File: src/rtl/brp_pkg.sv
// ----------------------------------------------------------------------------
// brp_pkg
// Shared types and constants for the boot record parser.
// ----------------------------------------------------------------------------
package brp_pkg;

    // Result kinds
    localparam logic [1:0] KIND_WRITE  = 2'd0;
    localparam logic [1:0] KIND_READY  = 2'd1;
    localparam logic [1:0] KIND_RESEND = 2'd2;
    localparam logic [1:0] KIND_DONE   = 2'd3;

    // Framing characters
    localparam logic [7:0] CHAR_COLON = 8'h3A;
    localparam logic [7:0] CHAR_DONE  = 8'h53;

    // Offset of the relocated boot vector in word mode
    localparam logic [15:0] VECTOR_OFFSET = 16'd4;

    // Configuration register indexes
    localparam logic [7:0] CFG_MOVED_START = 8'd0;
    localparam logic [7:0] CFG_BYTE_MODE   = 8'd1;

    // Configuration as seen by the datapath
    typedef struct packed {
        logic [15:0] start;
        logic        byte_mode;
    } cfg_t;

    // Record command handed from the parser to the writer
    typedef struct packed {
        logic [1:0]  kind;   // reply kind that closes the command
        logic [7:0]  len;    // data bytes in the buffer (0 for no writes)
        logic [15:0] base;   // first word write address
    } cmd_t;

endpackage

File: src/rtl/brp_ram.sv
// ----------------------------------------------------------------------------
// brp_ram
// Generic single write port, single read port RAM with registered read.
// ----------------------------------------------------------------------------
module brp_ram #(
    parameter int WIDTH = 8,
    parameter int DEPTH = 16
) (
    input  logic                     clk,
    input  logic                     we,
    input  logic [$clog2(DEPTH)-1:0] waddr,
    input  logic [WIDTH-1:0]         wdata,
    input  logic                     re,
    input  logic [$clog2(DEPTH)-1:0] raddr,
    output logic [WIDTH-1:0]         rdata
);

    logic [WIDTH-1:0] mem [DEPTH];

    // Write and registered read
    always_ff @(posedge clk)
    begin
        if (we)
        begin
            mem[waddr] <= wdata;
        end
        if (re)
        begin
            rdata <= mem[raddr];
        end
    end

endmodule

File: src/rtl/brp_front.sv
// ----------------------------------------------------------------------------
// brp_front
// Record parser: frames received bytes, fills the record buffer, checks the
// checksum and posts one command per finished record, done marker or oversize length.
// ----------------------------------------------------------------------------
module brp_front #(
    parameter int MAX_RECORD = 16
) (
    input  logic                          clk,
    input  logic                          rst_n,
    input  logic                          push,
    input  logic [7:0]                    rx_byte,
    output logic                          full,
    input  brp_pkg::cfg_t                 cfg,
    input  logic                          cmd_full,
    output logic                          cmd_push,
    output brp_pkg::cmd_t                 cmd_out,
    output logic                          ram_we,
    output logic [$clog2(MAX_RECORD)-1:0] ram_waddr,
    output logic [7:0]                    ram_wdata,
    input  logic                          buf_release,
    output logic                          buf_busy
);

    localparam int AW = $clog2(MAX_RECORD);
    localparam int CW = $clog2(MAX_RECORD + 1);
    localparam logic [7:0] MAX_LEN = 8'(MAX_RECORD);

    localparam logic [2:0] PH_WAIT    = 3'd0;
    localparam logic [2:0] PH_LEN     = 3'd1;
    localparam logic [2:0] PH_ADDR_HI = 3'd2;
    localparam logic [2:0] PH_ADDR_LO = 3'd3;
    localparam logic [2:0] PH_SUM     = 3'd4;
    localparam logic [2:0] PH_DATA    = 3'd5;

    logic [2:0]    phase_reg, phase_next;
    logic [CW-1:0] len_reg, len_next;
    logic [15:0]   addr_reg, addr_next;
    logic [7:0]    sum_reg, sum_next;
    logic [CW-1:0] count_reg, count_next;
    logic          finished_reg, finished_next;
    logic          busy_reg, busy_next;

    logic          accept;
    logic          buf_set;
    logic [15:0]   doubled;
    logic [15:0]   base;

    // Stall every byte while the command queue is full, and data bytes while the writer still owns the buffer
    assign full     = cmd_full || (phase_reg == PH_DATA && busy_reg);
    assign accept   = push && !full;
    assign buf_busy = busy_reg;
    assign ram_wdata = rx_byte;

    // First write address, with address zero moved to the boot vector
    always_comb
    begin
        doubled = cfg.byte_mode ? {addr_reg[14:0], 1'b0} : addr_reg;
        if (doubled == 16'd0)
        begin
            base = cfg.byte_mode ? cfg.start : cfg.start + brp_pkg::VECTOR_OFFSET;
        end
        else
        begin
            base = doubled;
        end
    end

    // Parse one item
    always_comb
    begin
        phase_next    = phase_reg;
        len_next      = len_reg;
        addr_next     = addr_reg;
        sum_next      = sum_reg;
        count_next    = count_reg;
        finished_next = finished_reg;
        cmd_push      = 1'b0;
        cmd_out.kind  = brp_pkg::KIND_RESEND;
        cmd_out.len   = 8'd0;
        cmd_out.base  = base;
        ram_we        = 1'b0;
        ram_waddr     = count_reg[AW-1:0];
        buf_set       = 1'b0;
        if (accept && !finished_reg)
        begin
            unique case (phase_reg)
                PH_WAIT:
                begin
                    if (rx_byte == brp_pkg::CHAR_COLON)
                    begin
                        phase_next = PH_LEN;
                    end
                end
                PH_LEN:
                begin
                    if (rx_byte == brp_pkg::CHAR_DONE)
                    begin
                        cmd_push      = 1'b1;
                        cmd_out.kind  = brp_pkg::KIND_DONE;
                        finished_next = 1'b1;
                        phase_next    = PH_WAIT;
                    end
                    else if (rx_byte > MAX_LEN)
                    begin
                        cmd_push     = 1'b1;
                        cmd_out.kind = brp_pkg::KIND_RESEND;
                        phase_next   = PH_WAIT;
                    end
                    else
                    begin
                        len_next   = rx_byte[CW-1:0];
                        sum_next   = rx_byte;
                        phase_next = PH_ADDR_HI;
                    end
                end
                PH_ADDR_HI:
                begin
                    addr_next  = {rx_byte, 8'h00};
                    sum_next   = sum_reg + rx_byte;
                    phase_next = PH_ADDR_LO;
                end
                PH_ADDR_LO:
                begin
                    addr_next  = {addr_reg[15:8], rx_byte};
                    sum_next   = sum_reg + rx_byte;
                    phase_next = PH_SUM;
                end
                PH_SUM:
                begin
                    sum_next   = sum_reg + rx_byte;
                    count_next = '0;
                    if (len_reg == '0)
                    begin
                        cmd_push     = 1'b1;
                        cmd_out.kind = (sum_next == 8'd0) ? brp_pkg::KIND_READY
                                                          : brp_pkg::KIND_RESEND;
                        phase_next   = PH_WAIT;
                    end
                    else
                    begin
                        phase_next = PH_DATA;
                    end
                end
                PH_DATA:
                begin
                    ram_we     = 1'b1;
                    sum_next   = sum_reg + rx_byte;
                    count_next = count_reg + 1'b1;
                    if (count_next >= len_reg)
                    begin
                        cmd_push   = 1'b1;
                        phase_next = PH_WAIT;
                        if (sum_next == 8'd0)
                        begin
                            cmd_out.kind = brp_pkg::KIND_READY;
                            cmd_out.len  = 8'(len_reg);
                            buf_set      = 1'b1;
                        end
                    end
                end
                default:
                begin
                    phase_next = PH_WAIT;
                end
            endcase
        end
    end

    // Buffer ownership: taken by a good record, returned by the writer
    always_comb
    begin
        busy_next = busy_reg;
        if (buf_release)
        begin
            busy_next = 1'b0;
        end
        if (buf_set)
        begin
            busy_next = 1'b1;
        end
    end

    always_ff @(posedge clk or negedge rst_n)
    begin
        if (!rst_n)
        begin
            phase_reg    <= PH_WAIT;
            len_reg      <= '0;
            addr_reg     <= '0;
            sum_reg      <= '0;
            count_reg    <= '0;
            finished_reg <= 1'b0;
            busy_reg     <= 1'b0;
        end
        else
        begin
            phase_reg    <= phase_next;
            len_reg      <= len_next;
            addr_reg     <= addr_next;
            sum_reg      <= sum_next;
            count_reg    <= count_next;
            finished_reg <= finished_next;
            busy_reg     <= busy_next;
        end
    end

endmodule

File: src/rtl/brp_cmd_fifo.sv
// ----------------------------------------------------------------------------
// brp_cmd_fifo
// Two-entry command queue between the parser and the writer.
// ----------------------------------------------------------------------------
module brp_cmd_fifo (
    input  logic          clk,
    input  logic          rst_n,
    input  logic          push,
    input  brp_pkg::cmd_t push_cmd,
    output logic          full,
    input  logic          pop,
    output brp_pkg::cmd_t head,
    output logic          empty
);

    brp_pkg::cmd_t entry_reg [2];
    logic [1:0]    count_reg, count_next;
    logic          wptr_reg;
    logic          rptr_reg;
    logic          do_push;
    logic          do_pop;

    assign full    = (count_reg == 2'd2);
    assign empty   = (count_reg == 2'd0);
    assign head    = entry_reg[rptr_reg];
    assign do_push = push && !full;
    assign do_pop  = pop && !empty;

    // Track occupancy
    always_comb
    begin
        count_next = count_reg;
        if (do_push && !do_pop)
        begin
            count_next = count_reg + 2'd1;
        end
        else if (do_pop && !do_push)
        begin
            count_next = count_reg - 2'd1;
        end
    end

    // Store items
    always_ff @(posedge clk)
    begin
        if (do_push)
        begin
            entry_reg[wptr_reg] <= push_cmd;
        end
    end

    always_ff @(posedge clk or negedge rst_n)
    begin
        if (!rst_n)
        begin
            count_reg <= 2'd0;
            wptr_reg  <= 1'b0;
            rptr_reg  <= 1'b0;
        end
        else
        begin
            count_reg <= count_next;
            if (do_push)
            begin
                wptr_reg <= ~wptr_reg;
            end
            if (do_pop)
            begin
                rptr_reg <= ~rptr_reg;
            end
        end
    end

endmodule

File: src/rtl/brp_back.sv
// ----------------------------------------------------------------------------
// brp_back
// Record writer: turns commands into word writes read from the record
// buffer, then the reply, through a one-item result register.
// ----------------------------------------------------------------------------
module brp_back #(
    parameter int MAX_RECORD = 16
) (
    input  logic                          clk,
    input  logic                          rst_n,
    input  brp_pkg::cfg_t                 cfg,
    input  logic                          cmd_empty,
    input  brp_pkg::cmd_t                 cmd_head,
    output logic                          cmd_pop,
    output logic                          ram_re,
    output logic [$clog2(MAX_RECORD)-1:0] ram_raddr,
    input  logic [7:0]                    ram_rdata,
    output logic                          buf_release,
    output logic                          empty,
    input  logic                          pop,
    output logic [1:0]                    kind,
    output logic [15:0]                   write_address,
    output logic [15:0]                   write_word,
    output logic                          last
);

    localparam int AW = $clog2(MAX_RECORD);
    localparam int IW = $clog2(MAX_RECORD + 2);

    localparam logic [2:0] ST_IDLE  = 3'd0;
    localparam logic [2:0] ST_HI    = 3'd1;
    localparam logic [2:0] ST_LO    = 3'd2;
    localparam logic [2:0] ST_EMIT  = 3'd3;
    localparam logic [2:0] ST_REPLY = 3'd4;

    logic [2:0]    st_reg, st_next;
    brp_pkg::cmd_t cmd_reg, cmd_next;
    logic [IW-1:0] idx_reg, idx_next;
    logic [15:0]   addr_reg, addr_next;
    logic [7:0]    hi_reg, hi_next;

    logic          out_valid_reg, out_valid_next;
    logic [1:0]    kind_reg, kind_next;
    logic [15:0]   waddr_reg, waddr_next;
    logic [15:0]   wword_reg, wword_next;
    logic          last_reg, last_next;

    logic          can_load;
    logic [IW-1:0] idx1;
    logic [IW-1:0] idx2;
    logic          has_lo;
    logic          more;
    logic [15:0]   step;

    assign empty         = !out_valid_reg;
    assign kind          = kind_reg;
    assign write_address = waddr_reg;
    assign write_word    = wword_reg;
    assign last          = last_reg;

    assign can_load = !out_valid_reg || pop;
    assign idx1     = idx_reg + 1'b1;
    assign idx2     = idx_reg + 2'd2;
    assign has_lo   = 8'(idx1) < cmd_reg.len;
    assign more     = 8'(idx2) < cmd_reg.len;
    assign step     = cfg.byte_mode ? 16'd2 : 16'd1;

    // Sequence the writes of one command
    always_comb
    begin
        st_next        = st_reg;
        cmd_next       = cmd_reg;
        idx_next       = idx_reg;
        addr_next      = addr_reg;
        hi_next        = hi_reg;
        out_valid_next = out_valid_reg && !pop;
        kind_next      = kind_reg;
        waddr_next     = waddr_reg;
        wword_next     = wword_reg;
        last_next      = last_reg;
        cmd_pop        = 1'b0;
        ram_re         = 1'b0;
        ram_raddr      = idx_reg[AW-1:0];
        buf_release    = 1'b0;
        unique case (st_reg)
            ST_IDLE:
            begin
                if (!cmd_empty)
                begin
                    cmd_pop   = 1'b1;
                    cmd_next  = cmd_head;
                    addr_next = cmd_head.base;
                    idx_next  = '0;
                    if (cmd_head.kind == brp_pkg::KIND_READY && cmd_head.len != 8'd0)
                    begin
                        st_next = ST_HI;
                    end
                    else
                    begin
                        st_next = ST_REPLY;
                    end
                end
            end
            ST_HI:
            begin
                ram_re  = 1'b1;
                st_next = ST_LO;
            end
            ST_LO:
            begin
                hi_next   = ram_rdata;
                ram_raddr = idx1[AW-1:0];
                ram_re    = has_lo;
                st_next   = ST_EMIT;
            end
            ST_EMIT:
            begin
                if (can_load)
                begin
                    out_valid_next = 1'b1;
                    kind_next      = brp_pkg::KIND_WRITE;
                    waddr_next     = addr_reg;
                    wword_next     = {hi_reg, has_lo ? ram_rdata : 8'h00};
                    last_next      = 1'b0;
                    addr_next      = addr_reg + step;
                    idx_next       = idx2;
                    st_next        = more ? ST_HI : ST_REPLY;
                end
            end
            ST_REPLY:
            begin
                if (can_load)
                begin
                    out_valid_next = 1'b1;
                    kind_next      = cmd_reg.kind;
                    waddr_next     = 16'd0;
                    wword_next     = 16'd0;
                    last_next      = 1'b1;
                    buf_release    = (cmd_reg.kind == brp_pkg::KIND_READY)
                                     && (cmd_reg.len != 8'd0);
                    st_next        = ST_IDLE;
                end
            end
            default:
            begin
                st_next = ST_IDLE;
            end
        endcase
    end

    // Payload registers
    always_ff @(posedge clk)
    begin
        cmd_reg   <= cmd_next;
        idx_reg   <= idx_next;
        addr_reg  <= addr_next;
        hi_reg    <= hi_next;
        kind_reg  <= kind_next;
        waddr_reg <= waddr_next;
        wword_reg <= wword_next;
        last_reg  <= last_next;
    end

    always_ff @(posedge clk or negedge rst_n)
    begin
        if (!rst_n)
        begin
            st_reg        <= ST_IDLE;
            out_valid_reg <= 1'b0;
        end
        else
        begin
            st_reg        <= st_next;
            out_valid_reg <= out_valid_next;
        end
    end

endmodule

File: src/rtl/boot_record_parser_core.sv
// ----------------------------------------------------------------------------
// boot_record_parser_core
// Serial boot record parser with checksum, emitting program word writes.
// ----------------------------------------------------------------------------
// The parser takes one received byte per clock while full is low as it frames
// a record, and posts each finished record to a two-entry command queue. The
// writer then emits each word write through ST_HI, ST_LO and ST_EMIT, using
// the single read port of the record buffer (up to two reads per word),
// followed by the reply; done and resend replies go straight from ST_IDLE to
// ST_REPLY. Data bytes of the next record stall (full high) until the writer
// has drained the buffer of the previous good record. Header bytes of the
// next record are taken meanwhile.
module boot_record_parser_core #(
    parameter int MAX_RECORD = 16
) (
    input  logic        clk,
    input  logic        rst_n,
    input  logic        push,
    output logic        full,
    input  logic [7:0]  rx_byte,
    output logic        empty,
    input  logic        pop,
    output logic [1:0]  kind,
    output logic [15:0] write_address,
    output logic [15:0] write_word,
    output logic        last,
    input  logic        cfg_valid,
    output logic        cfg_ready,
    input  logic [7:0]  cfg_index,
    input  logic [15:0] cfg_data
);

    localparam int AW = $clog2(MAX_RECORD);

    logic [15:0]   start_reg;
    logic          mode_reg;
    brp_pkg::cfg_t cfg;

    logic          cmd_push;
    logic          cmd_full;
    logic          cmd_pop;
    logic          cmd_empty;
    brp_pkg::cmd_t cmd_in;
    brp_pkg::cmd_t cmd_head;

    logic          ram_we;
    logic [AW-1:0] ram_waddr;
    logic [7:0]    ram_wdata;
    logic          ram_re;
    logic [AW-1:0] ram_raddr;
    logic [7:0]    ram_rdata;

    logic          buf_release;
    logic          buf_busy;

    assign cfg_ready     = 1'b1;
    assign cfg.start     = start_reg;
    assign cfg.byte_mode = mode_reg;

    // Configuration registers
    always_ff @(posedge clk or negedge rst_n)
    begin
        if (!rst_n)
        begin
            start_reg <= 16'd0;
            mode_reg  <= 1'b0;
        end
        else if (cfg_valid && cfg_ready)
        begin
            unique case (cfg_index)
                brp_pkg::CFG_MOVED_START: start_reg <= cfg_data;
                brp_pkg::CFG_BYTE_MODE:   mode_reg  <= cfg_data[0];
                default:                  ;
            endcase
        end
    end

    brp_front #(
        .MAX_RECORD (MAX_RECORD)
    ) u_front (
        .clk         (clk),
        .rst_n       (rst_n),
        .push        (push),
        .rx_byte     (rx_byte),
        .full        (full),
        .cfg         (cfg),
        .cmd_full    (cmd_full),
        .cmd_push    (cmd_push),
        .cmd_out     (cmd_in),
        .ram_we      (ram_we),
        .ram_waddr   (ram_waddr),
        .ram_wdata   (ram_wdata),
        .buf_release (buf_release),
        .buf_busy    (buf_busy)
    );

    brp_ram #(
        .WIDTH (8),
        .DEPTH (MAX_RECORD)
    ) u_buf (
        .clk   (clk),
        .we    (ram_we),
        .waddr (ram_waddr),
        .wdata (ram_wdata),
        .re    (ram_re),
        .raddr (ram_raddr),
        .rdata (ram_rdata)
    );

    brp_cmd_fifo u_cmdq (
        .clk      (clk),
        .rst_n    (rst_n),
        .push     (cmd_push),
        .push_cmd (cmd_in),
        .full     (cmd_full),
        .pop      (cmd_pop),
        .head     (cmd_head),
        .empty    (cmd_empty)
    );

    brp_back #(
        .MAX_RECORD (MAX_RECORD)
    ) u_back (
        .clk           (clk),
        .rst_n         (rst_n),
        .cfg           (cfg),
        .cmd_empty     (cmd_empty),
        .cmd_head      (cmd_head),
        .cmd_pop       (cmd_pop),
        .ram_re        (ram_re),
        .ram_raddr     (ram_raddr),
        .ram_rdata     (ram_rdata),
        .buf_release   (buf_release),
        .empty         (empty),
        .pop           (pop),
        .kind          (kind),
        .write_address (write_address),
        .write_word    (write_word),
        .last          (last)
    );

`ifndef ASSERT_OFF
    // The parser never posts a command into a full queue
    a_cmd_no_overflow: assert property (@(posedge clk) disable iff (!rst_n)
        cmd_push |-> !cmd_full)
        else $error("command pushed into full queue");

    // The writer only hands back a buffer the parser gave it
    a_release_owned: assert property (@(posedge clk) disable iff (!rst_n)
        buf_release |-> buf_busy)
        else $error("buffer released while not owned");

    // The parser never overwrites a buffer the writer still reads
    a_no_write_busy: assert property (@(posedge clk) disable iff (!rst_n)
        ram_we |-> !buf_busy)
        else $error("record buffer written while busy");

    // A word write is never the final result of an item
    a_write_not_last: assert property (@(posedge clk) disable iff (!rst_n)
        (!empty && kind == brp_pkg::KIND_WRITE) |-> !last)
        else $error("word write marked last");
`endif

endmodule

File: config.mk
export PLATFORM = sky130hd
export DESIGN_NAME = boot_record_parser_core
export DESIGN_NICKNAME = d
export VERILOG_FILES = /design/src/rtl/brp_pkg.sv /design/src/rtl/brp_ram.sv /design/src/rtl/brp_front.sv /design/src/rtl/brp_cmd_fifo.sv /design/src/rtl/brp_back.sv /design/src/rtl/boot_record_parser_core.sv
export SDC_FILE = /design/constraint.sdc
export NUM_CORES = 1
export LEC_CHECK = 0
export ABC_CLOCK_PERIOD_IN_PS = 3100
export BUFFER_PORTS_ARGS = -buffer_cell sky130_fd_sc_hd__buf_2
export CAP_MARGIN = 15
export CORE_MARGIN = 2
export CORE_UTILIZATION = 55
export CTS_CLUSTER_DIAMETER = 50
export DETAILED_ROUTE_END_ITERATION = 10
export PLACE_DENSITY = 0.76
export SYNTH_ARGS = -nofsm -noshare
export SYNTH_HDL_FRONTEND = slang
export SYNTH_SLANG_ARGS = --single-unit
File: constraint.sdc
create_clock -name clk -period 3.1 [get_ports clk]
set_input_delay 0.155 -clock clk [delete_from_list [all_inputs] [get_ports clk]]
set_output_delay 0.155 -clock clk [all_outputs]
set_load 0.02 [all_outputs]
# == Word level (Yosys, flattened, before mapping) ==
# Memories as Yosys holds them, arrays and structs flattened. A register that Yosys moved wholly into a read port is not among the register bits.
# Index checks and enable logic that the tools add are counted.
# op_classes
bitwise_logic,6
n_reduce_logical,51
n_mux,75
n_lt_le_gt_ge,4
eq_ne,22
addsub,8
# ops
op,n
16-bit 2-to-1 mux,8
16-bit one-hot mux with 2 select lines,4
8-bit 2-to-1 mux,4
10-bit 2-to-1 mux,3
1-bit 2-to-1 mux,26
3-bit 2-to-1 mux,8
5-bit one-hot mux with 2 select lines,2
2-bit 2-to-1 mux,9
3-bit one-hot mux with 6 select lines,1
3-bit AND reduction,6
16-bit adder,1
16-bit by 3-bit adder with 16-bit output (second input constant),1
16-bit logical NOT,1
8-bit logical NOT,2
5-bit by 8-bit < comparator with 1-bit output,2
8-bit one-hot mux with 2 select lines,1
8-bit nonzero test,2
3-bit one-hot mux with 5 select lines,1
2-bit nonzero test,7
3-bit by 2-bit == test with 1-bit output (second input constant),4
5-bit by 1-bit adder with 5-bit output (second input constant),2
1-bit logical AND,10
5-bit 2-to-1 mux,2
2-bit AND reduction,5
29 further kinds,54
# totals
input_bits,37
wordCells,192
output_inout_bits,38
ff_bits,138
memories,2
mem_bits_rw,180
# memory_table
name,words,word_bits,read_ports,rd_clocked_by_memory_dff,write_ports,line_no,text
u_buf.mem,16,8,1,1,1,brp_ram.sv:18,logic [WIDTH-1:0] mem [DEPTH];
u_cmdq.entry_reg,2,26,1,0,1,brp_cmd_fifo.sv:16,brp_pkg::cmd_t entry_reg [2];

# == Longest topological paths before layout ==
# Gate-level depths: netlist of the first run.
# logic_depth
depth_word,12
ltp_mapped,13
ltp_nobuf,13

# == Hierarchy ==
# A second synthesis of the first run with hierarchy kept.
# unflattened
cells_unflattened,994
hier_area_um2,14685.3
# by_module_without_submodules
module,cells_per_inst,seq_area_each_um2,area_each_um2,n_inst
brp_ram,229,4083.9,5227.5,1
brp_back,287,2292.2,3632.2,1
brp_front,336,975.9,2962.8,1
brp_cmd_fifo,100,1661.6,2173.3,1
boot_record_parser_core,42,425.4,689.4,1

# == Worst setup path after synthesis of the first run ==
# No wires, ideal clock.
# synth_timing
path_kind,reg2reg
from,register u_back.st_reg[2]
to,register u_back.kind_reg[0] (netlist: u_back.kind[0]) (enable)
path_buffers,3
synth_period_minus_slack_ps,3311
required_ps,2661
slack_ps,-211
arrival_ps,2872
setup_time_ps,439
stages_incl_launch_ff,6
cell_sequence,dfrtp_1 clkbuf_1 nand3b_1 clkbuf_1 clkbuf_1 a21oi_1
# synth_between
elab_chain_len,3
elab_cells_between_ends,6
classes_between,eq/ne (4); reduce/logical (2)
# synth_rtl
item,line_no,text
"start, declared",brp_back.sv:36,"logic [2:0] st_reg, st_next;"
"start signal, assigned",brp_back.sv:173,st_reg <= st_next;
3-bit == test / 3-bit by 2-bit == test with 1-bit output (equally long branches),brp_back.sv:85,unique case (st_reg)
2-bit by 1-bit inequality test with 1-bit output (no source line) / 2-bit nonzero test (equally long branches),-,
3-bit AND reduction (no source line) *,-,
"end signal, assigned",brp_back.sv:158,kind_reg <= kind_next;
"end, declared",brp_back.sv:43,"logic [1:0] kind_reg, kind_next;"
# Every way passes the cells marked *; elsewhere a longest branch is shown, timed or not.
# A chain may end at the register's enable or synchronous reset.

==> out/results.ini, run 1 <==
[run_status]
outcome=complete, no violations

[critical_path]
critPathSlowestCell=or4_4
r2r_slack_ns=0.14
crit_chain=ha_1 -> inv_1 -> fa_1 -> nand2b_4 -> a21oi_2 -> xor2_1 -> or4_4 -> a2111o_1 -> or4_1
r2r-end=u_cmdq.entry_reg[0][25]
crit_fanout=3
cp-start-kind=flop
crit_family=simple AND/OR/NAND/NOR gates
reg2reg_depth=9
worstReg2RegStart=u_front.sum_reg[0]
worstPathArrival_ns=3.20
path_buf_inv=1
end_kind=flop
required_ns=3.33
crit_path_max_incr_delay_ns=0.51
crit_type=reg -> reg

[yosys]
syn_area_sq_um=13900
syn_avg_cell_area_sq_um=14.8
synth_seq_cells=316
synth_seq_area_share=0.662
synth_edf_count=252
synthDistinctLibCells=61
synth_nets=1004
ys.flop_type=edfxtp_1
ys_async_sr_fraction=0.203
synth_cells=936
synth_warnings=0

[sta]
worst_slack_ns=0.139
relSlewSlack=0.458
maxSlewViolCount=0
fin_crit_ns=2.96
worst_pin_slew_ns=0.810
setup_viol=0
hold_viol=0
period_share=0.955
rsz0062_at_grt=no
max_freq_mhz=338
finClkSkew_ns=0.0207

[clock_tree]
cts_setup_buffers=0
cts_buffers=35
cts_tree=yes
cts_max_level=2
clock_path_buffers=3
clk_pin_slew_ns=0.06
cts.sinks=316
clk_latency_ns=0.51
cts-root-buf=clkbuf_16

[finish]
final_util=0.650
largest_reg_flops=128
final_net_count=1139
n_antenna_cell=0
regArea_sq_um=9170
area_growth_pct=17.1
fillers=1781
multi_input_area_sq_um=4400
drive_above_1_share=0.245
design_area_sq_um=16200

[global_route]
grt_overflow_total=0
grtUsageTotal=0.215
antenna_found_initial=0
grt_pass1_vias=7861
grt_max_degree=41
grt_pass1_wl_um=43400

[floorplan]
die_y_um=163
rows=58
die_w_um=163
start_util=0.555
die-area_sq_um=26500
design.core.area_sq_um=25000
num_io_pins=75

[placement]
placed_area_sq_um=14900
dp_slack_ns=0.0744
hpwl_um=17800
portBuffers=73
place_congestion=0.861

[routing]
firstDrtPassIters=7
wl_um=27500
wl_per_cell_um=19.3
vias_per_cell=5.62
via_count=8022
ant_nets=0
drc=0
drt-initial-drc-count=820

[hold_path]
hold_depth=4
min_to=mode_reg
hold_class=in -> reg
hp-start=cfg_index[5]

[power_and_ir_drop]
powerDensity_nw_per_um2=897
ir_worst_vdd_mv=0.649
p_leak_nw=6.09

[job]
maxCapViolCount=0

-- worst reg2reg max path: cells and delay by family (launching register included) --
kind	cells	cell delay [ns]
AO/OA/AOI/OAI	2	0.51
XOR/XNOR	1	0.09
adder cells (fa/ha/maj)	2	0.58
buffers and inverters	1	0.06
flip-flops	1	0.35
AND/OR/NAND/NOR	3	1.10
-- logic make-up after synthesis --
family                     count (synthesis)  share of synthesized area
buffers and inverters                     78                     0.0237
and+or+nand+nor                          249                     0.0929
DFF                                      316                      0.662
xor gates and xnor gates                  40                     0.0253
muxes                                    101                      0.113
other                                      1                   0.000271
AOI/OAI and AO/OA                        120                     0.0543
adders and majority gates                 31                     0.0291
-- report_power, final --
part	internal (W)	switching (W)	leakage [nW]
clock network	0.00248	0.00162	0.567
registers	0.00571	0.000520	3.10
logic	0.00186	0.00236	2.42
total	0.0100	0.00450	6.09
-- metal layers --
metal	vias up	global-route usage	part of all wire
met4	0	0.0579	0.016
met3	31	0.0377	0.056
met5	-	0	0
met2	216	0.344	0.49
li1	3803	-	-
met1	3972	0.308	0.44
-- stage by stage --
| stage | power [W] | hold WS [ns] | cells | setup TNS (ns) |
|---|---|---|---|---|
| floorplan | 0.00923 | -0.141 | 936 | -7.98 |
| CTS | 0.0147 | 0.0188 | 1427 | 0 |
| global placement | 0.0103 | 0.253 | 1345 | 0 |
| detailed placement | 0.0105 | 0.248 | 1345 | 0 |
| global route | 0.0154 | 0.0472 | 1427 | 0 |
| finish | 0.0145 | 0.0307 | 1427 | 0 |
-- placed cells by master (no fill, tap or decap), types with 6 or more instances in the layout --
master / instances
nand2_1: 51
clkbuf_1: 6
edfxtp_1: 252
buf_4: 43
clkbuf_16: 36
nand2b_1: 7
mux2_2: 40
a21oi_1: 31
nor2b_1: 10
o221ai_1: 6
o21ai_0: 44
nor2_1: 59
inv_1: 38
xnor2_1: 13
buf_2: 73
a21o_1: 7
and3_1: 17
dfrtp_1: 64
xor2_1: 27
ha_1: 29
and2_1: 30
nand3_1: 32
mux2i_1: 21
dlygate4sd3_1: 19
nor3_1: 14
mux4_2: 40
-- area by class of cell --
class,instances,area share
Clock buffer,45,0.0594
Clock inverter,18,0.0123
Inverter,38,0.00879
Multi-Input combinational cell,542,0.271
Sequential cell,316,0.565
Tap cell,330,0.0254
Timing Repair Buffer,138,0.0578
-- cell usage after synthesis (25+ instances only) --
| master | count | area, sq um |
|---|---|---|
| edfxtp_1 | 252 | 7570 |
| dfrtp_1 | 64 | 1600 |
| nor2_1 | 60 | 225 |
| nand2_1 | 51 | 191 |
| o21ai_0 | 45 | 225 |
| mux2_2 | 40 | 450 |
| mux4_2 | 40 | 901 |
| inv_1 | 38 | 143 |
| a21oi_1 | 35 | 175 |
| nand3_1 | 32 | 160 |
| and2_1 | 30 | 188 |
| ha_1 | 29 | 363 |
| xor2_1 | 27 | 236 |
| clkbuf_1 | 25 | 93.8 |
-- worst max path at each step --
| stage | start | endpoint | slack, ns | cells past startpoint |
|---|---|---|---|---|
| final | u_front.sum_reg[0] | u_cmdq.entry_reg[0][25] | 0.14 | 9 |
| after detailed placement | u_front.sum_reg[0] | u_cmdq.entry_reg[0][25] | 0.07 | 9 |
| after global routing | u_front.sum_reg[0] | u_cmdq.entry_reg[0][25] | 0.02 | 9 |
| after CTS | u_front.sum_reg[0] | u_cmdq.entry_reg[0][25] | 0.08 | 9 |
| after floorplan | u_front.phase_reg[2] | u_cmdq.entry_reg[0][0] | -0.17 | 8 |
| after global placement | u_front.sum_reg[0] | u_cmdq.entry_reg[0][25] | 0.11 | 9 |
-- timing repair --
action / in CTS / in global routing
endpoints found under the setup margin: 0 / 3
resized for setup: 0 / 5
endpoints found under the hold margin: 43 / 0
hold buffers: 19 / 0
Power figures use the tool's default switching activity.
==> run 2, diff against run 1 <==
ABC_AREA = 1   (was default)
BUFFER_PORTS_ARGS = default   (was -buffer_cell sky130_fd_sc_hd__buf_2)
CORE_UTILIZATION = 58   (was 55)
DONT_BUFFER_PORTS = 1   (was default)
==> out/results.ini, run 2 <==
[yosys]
syn_avg_cell_area_sq_um=10.3  ; -31%
synthTopCellsByArea=edfxtp_1 53%, dfrtp_1 11%, nand2_1 7.9%
syn_area_sq_um=14400  ; +3.9%
synth_warnings=0  ; unchanged
netlist.area_leader.share=0.526  ; -0.0205
synth_fa_ha_area_frac=0.0280  ; -0.00109
synth_xor_area_frac=0.0164  ; -0.00886
ys_async_sr_fraction=0.203  ; unchanged
synth_seq_cells=316  ; unchanged
synth_nets=1469  ; +46%
synth_area_leader_cell=edfxtp_1
synth_cells=1401  ; +50%
post-synth-top-count-cell=nand2_1
synth_top_family_by_area=simple AND/OR/NAND/NOR gates
ys.flop_type=edfxtp_1
synth-simple-area-share=0.182  ; +0.0887
synth_compound_area_frac=0.0791  ; +0.0248
synth_seq_area_share=0.637  ; -0.0248
synth_edf_count=252  ; unchanged
synthDistinctLibCells=49  ; -20%
ys_top_cells_by_count=304 x nand2_1, 252 x edfxtp_1, 189 x nor2_1, 149 x inv_1, 114 x o21ai_0
muxShareOfSynthArea=0  ; -0.113

[floorplan]
rows=57  ; -1.7%
die_y_um=162  ; -0.73%
die_w_um=162  ; -0.73%
start_util=0.592  ; +0.0369
die-area_sq_um=26100  ; -1.4%
num_io_pins=75  ; unchanged
design.core.area_sq_um=24300  ; -2.6%

[sta]
fin_crit_ns=2.84  ; -0.120 ns
setup_viol=0  ; unchanged
finClkSkew_ns=0.0240  ; +0.00334 ns
rsz0062_at_grt=yes
relSlewSlack=0.312  ; -0.146
worst_pin_slew_ns=1.03  ; +0.219 ns
maxSlewViolCount=0  ; unchanged
period_share=0.916  ; -0.0388
hold_viol=0  ; unchanged
max_freq_mhz=352  ; +4.2%

[routing]
wl_um=31700  ; +15%
drt-initial-drc-count=985  ; +20%
via_count=10159  ; +27%
drc=0  ; unchanged
wl_per_cell_um=17.4  ; -9.6%
vias_per_cell=5.59  ; -0.60%
firstDrtPassIters=6  ; -1
ant_nets=0  ; unchanged

[critical_path]
end_kind=flop
crit_type=reg -> reg
crit_fanout=5  ; +2
crit_chain=ha_1 -> nand3_1 -> xor2_2 -> ha_1 -> nand2_1 -> nor2_1 -> o21ai_0 -> nand3_1 -> nand2_1 -> nand3_1 -> nand2_2 -> inv_1 -> ha_1 -> a21oi_1 -> o21ai_0 -> xor2_1
crit_path_max_incr_delay_ns=0.42  ; -0.09 ns
required_ns=3.49  ; +0.16 ns
cp-start-kind=flop
critPathSlowestCell=dfrtp_1
worstPathArrival_ns=3.23  ; +0.03 ns

[placement]
placed_area_sq_um=14800  ; -0.27%
place_congestion=0.878  ; +2.0%
portBuffers=0  ; -100%
hpwl_um=20200  ; +13%

[power_and_ir_drop]
powerDensity_nw_per_um2=831  ; -7.3%
ir_worst_vdd_mv=0.536  ; -17%
p_leak_nw=6.69  ; +9.8%
finalPower_w=0.0137  ; -5.8%

[hold_path]
hold_class=in -> reg

[clock_tree]
cts.sinks=316  ; unchanged
cts_max_level=2  ; unchanged
clk_pin_slew_ns=0.06  ; about the same
clock_path_buffers=3  ; unchanged
cts_buffers=36  ; +2.9%
clk_latency_ns=0.52  ; about the same
cts_tree=yes
cts-root-buf=clkbuf_16

[global_route]
grt_overflow_total=0  ; unchanged
grt_pass1_vias=9791  ; +25%
antenna_found_initial=1  ; +1
grtUsageTotal=0.250  ; +0.0355
grt_max_degree=65  ; +59%
grt_pass1_wl_um=50700  ; +17%

[finish]
drive_above_1_share=0.0838  ; -0.161
final_net_count=1531  ; +34%
fillers=1745  ; -2.0%
final_common_cell=nand2_1
area_growth_pct=14.6
largest_reg_flops=128  ; unchanged
final_cell_mix=302 x nand2_1, 252 x edfxtp_1, 187 x nor2_1, 149 x inv_1, 114 x o21ai_0
design_area_sq_um=16500  ; +1.6%

[job]
maxCapViolCount=0  ; unchanged

[run_status]
outcome=complete, no violations

## run 2: cell type report
type                    instances  area, sq um  area share
repair buffers                 71          653      0.0396
well taps                     324          405      0.0246
clock inverters                22          256      0.0156
inverters                     159          599      0.0363
flip-flops and latches        316         9170       0.556
clock buffers                  44          973      0.0590
diodes                          3         7.51    0.000455
multi-input cells             879         4420       0.268
## run 2: stage by stage
stage	TNS [ns]	instances	hold WS (ns)	utilization	setup slack [ns]
finish	0	1818	0.00874	0.678	0.259
global route	-0.0252	1815	0.0227	0.678	-0.0252
CTS	0	1814	0.00109	0.677	0.201
detailed placement	0	1708	-0.139	0.609	0.243
global placement	0	1708	-0.139	0.609	0.332
floorplan	0	1401	-0.141	-	0.0768
## run 2: logic make-up (layout without fill, tap and decap cells)
kind of cell             Yosys count  count (layout)
buffers and inverters            206             296
XOR/XNOR                          27              27
flip-flops                       316             316
adder cells (fa/ha/maj)           31              31
AO/OA/AOI/OAI                    203             203
other                              1               4
AND/OR/NAND/NOR                  617             617
## run 2: path summary, 6_finish.rpt
| check | from | end | slack, ns | depth (start not counted) |
|---|---|---|---|---|
| worst min register to register | u_buf.rdata[6] | u_back.hi_reg[6] | 0.46 | 0 |
| min in group asynchronous | rst_n | u_back.out_valid_reg | 0.21 | 2 |
| worst min-delay path | cfg_index[6] | start_reg[10] | 0.009 | 4 |
| max in group asynchronous | rst_n | start_reg[13] | 2.58 | 2 |
| worst max-delay path | u_front.count_reg[0] | u_cmdq.count_reg[1] | 0.26 | 16 |
| worst max register to register | u_front.count_reg[0] | u_cmdq.count_reg[1] | 0.26 | 16 |
## run 2: layer usage
layer  wire, um  track usage  up-vias
met5          0            0        -
met4       1090       0.0970        0
met3       2670       0.0580       78
met2      14800        0.397      419
met1      13200        0.338     4815
li1           -            -     4847
## run 2: report_power, final
group	internal, W	leakage [nW]	switching, W
sequential	0.00546	3.00	0.000528
combinational	0.00101	3.09	0.00237
clock	0.00267	0.600	0.00166
total	0.00915	6.69	0.00456
## run 2: worst max-delay path, delay by kind of cell, from the launching register on
kind	cells	cell delay, ns
compound gates	3	0.34
fa+ha+maj	3	0.81
xor+xnor	2	0.34
flops	1	0.42
buf+inv	1	0.05
simple gates	7	0.76
## run 2: repair_timing
| item | in CTS | in global routing |
|---|---|---|
| setup buffers | 0 | 1 |
| hold buffers | 40 | 0 |
| endpoints found under the hold margin | 238 | 0 |
| setup endpoints to repair | 0 | 13 |
| resized for setup | 0 | 3 |
==> run 3, diff against run 2 <==
ABC_CLOCK_PERIOD_IN_PS = 2700   (was 3100)
CORE_UTILIZATION = 61   (was 58)
PLACE_DENSITY = 0.77   (was 0.76)
clock period = 2.7 ns   (was 3.1 ns; I/O delays follow)
==> out/results.ini, run 3 (synthesis results as in run 2) <==
[sta]
period_share=0.962  ; +0.0454
hold_viol=0  ; unchanged
setup_viol=0  ; unchanged
worst_slack_ns=0.103  ; -0.156 ns
fin_crit_ns=2.60  ; -0.244 ns
maxSlewViolCount=0  ; unchanged
finClkSkew_ns=0.0252  ; +0.00120 ns
relSlewSlack=0.391  ; +0.0795
worst_pin_slew_ns=0.910  ; -0.119 ns
max_freq_mhz=385  ; +9.4%

[critical_path]
end_kind=flop
worstReg2RegStart=u_front.count_reg[0]
r2r_slack_ns=0.10  ; -0.16 ns
r2r-end=u_cmdq.count_reg[1]
crit_fanout=3  ; -2
required_ns=3.09  ; -0.40 ns
crit_path_max_incr_delay_ns=0.43  ; about the same
crit_family=adder cells
critPathSlowestCell=dfrtp_1
crit_chain=ha_4 -> nand3_4 -> xor2_2 -> ha_1 -> nand2_1 -> o21bai_1 -> nand3_1 -> nand2_2 -> nand3_2 -> nand2_2 -> inv_1 -> ha_4 -> a21oi_2 -> o21ai_2 -> xor2_1
cp-start-kind=flop
worstPathArrival_ns=2.99  ; -0.24 ns
reg2reg_depth=15  ; -1
path_buf_inv=1  ; unchanged
crit_cells=15  ; -1
crit_type=reg -> reg

[clock_tree]
cts_buffers=35  ; -2.8%
clk_pin_slew_ns=0.06  ; about the same
clock_path_buffers=3  ; unchanged
clk_latency_ns=0.52  ; about the same
cts_max_level=2  ; unchanged
cts_tree=yes
cts-root-buf=clkbuf_16
cts.sinks=316  ; unchanged

[finish]
final_common_cell=nand2_1
final_cell_mix=301 x nand2_1, 252 x edfxtp_1, 187 x nor2_1, 147 x inv_1, 112 x o21ai_0
area_growth_pct=16.1
fillers=1543  ; -12%
design_area_sq_um=16700  ; +1.4%
drive_above_1_share=0.0995  ; +0.0156
largest_reg_flops=128  ; unchanged
final_net_count=1551  ; +1.3%
n_antenna_cell=0  ; -3

[floorplan]
rows=56  ; -1.8%
num_io_pins=75  ; unchanged
die-area_sq_um=24800  ; -4.8%
die_y_um=158  ; -2.4%
start_util=0.617  ; +0.0250
die_w_um=158  ; -2.4%
design.core.area_sq_um=23300  ; -4.1%

[global_route]
grt_overflow_total=0  ; unchanged
grtUsageTotal=0.269  ; +0.0193
grt_max_degree=66  ; +1.5%
antenna_found_initial=2  ; +1
grt_pass1_vias=9727  ; -0.65%
grt_pass1_wl_um=51300  ; +1.2%

[routing]
drt-initial-drc-count=1131  ; +15%
firstDrtPassIters=6  ; unchanged
wl_um=32700  ; +3.2%
wl_per_cell_um=17.9  ; +2.7%
drc=0  ; unchanged
via_count=10242  ; +0.82%
vias_per_cell=5.61  ; +0.32%
ant_nets=0  ; unchanged

[job]
maxCapViolCount=0  ; unchanged

[hold_path]
min_to=u_front.phase_reg[0]
hp-start=rx_byte[5]
hold_depth=4  ; unchanged
hold_class=in -> reg

[placement]
portBuffers=0  ; unchanged
dp_slack_ns=-0.0131  ; -0.256 ns
hpwl_um=20000  ; -1.3%
place_congestion=0.899  ; +2.4%
placed_area_sq_um=15000  ; +1.1%

[power_and_ir_drop]
powerDensity_nw_per_um2=932  ; +12%
ir_worst_vdd_mv=0.557  ; +3.8%
p_leak_nw=6.77  ; +1.1%

[run_status]
outcome=complete, no violations

run 3: what timing repair did:
| item | 4_1_cts | 5_1_grt |
|---|---|---|
| pin swaps | 2 | 7 |
| resized for setup | 1 | 20 |
| hold buffers | 47 | 0 |
| hold endpoints to repair | 239 | 0 |
| setup buffers | 1 | 0 |
| setup endpoints to repair | 1 | 25 |
| gates cloned | 0 | 0 |
run 3: routing by layer:
metal  share of wire  GRT usage
met5               0          0
met2            0.48      0.433
met3           0.083     0.0479
met1            0.41      0.377
met4           0.030     0.0883
run 3: per-stage QoR:
step	total power, W	utilization	std cells	hold slack, ns	TNS, ns
floorplan	0.00949	-	1401	-0.161	0
global placement	0.0106	0.642	1717	-0.158	0
detailed placement	0.0108	0.642	1717	-0.159	-0.0131
CTS	0.0156	0.712	1827	0.0107	0
global route	0.0164	0.716	1827	0.0630	-0.0877
finish	0.0156	0.716	1827	0.0267	0
run 3: worst max path at each step:
stage,to,slack (ns),from
after floorplan,u_cmdq.count_reg[1],0.04,u_front.count_reg[0]
after global placement,u_cmdq.count_reg[1],0.11,u_front.count_reg[0]
after detailed placement,u_cmdq.count_reg[1],-0.01,u_front.count_reg[0]
after CTS,u_cmdq.count_reg[1],0.03,u_front.count_reg[0]
after global routing,u_cmdq.count_reg[1],-0.09,u_front.count_reg[1]
final,u_cmdq.count_reg[1],0.10,u_front.count_reg[0]
run 3: tightest hold or removal path, cell delays in order:
cell and delay [ns]:
nand3_1 0.05, o21ai_0 0.13, nand3_1 0.11, nand2_1 0.05
run 3: final cells by class:
cell class / instances / area [sq um] / share of cell area
inverter: 159 / 599 / 0.0359
clock buffer: 45 / 943 / 0.0564
timing repair buffer: 92 / 892 / 0.0534
multi-input combinational: 879 / 4510 / 0.270
tap: 319 / 399 / 0.0239
clock inverter: 17 / 199 / 0.0119
sequential: 316 / 9170 / 0.549
run 3: report_power, final:
group | switching [W] | internal [W] | leakage, nW | total [W]
Combinational | 0.00277 | 0.00125 | 3.21 | 0.00402
Clock | 0.00185 | 0.00286 | 0.558 | 0.00471
Sequential | 0.000584 | 0.00627 | 3.00 | 0.00686
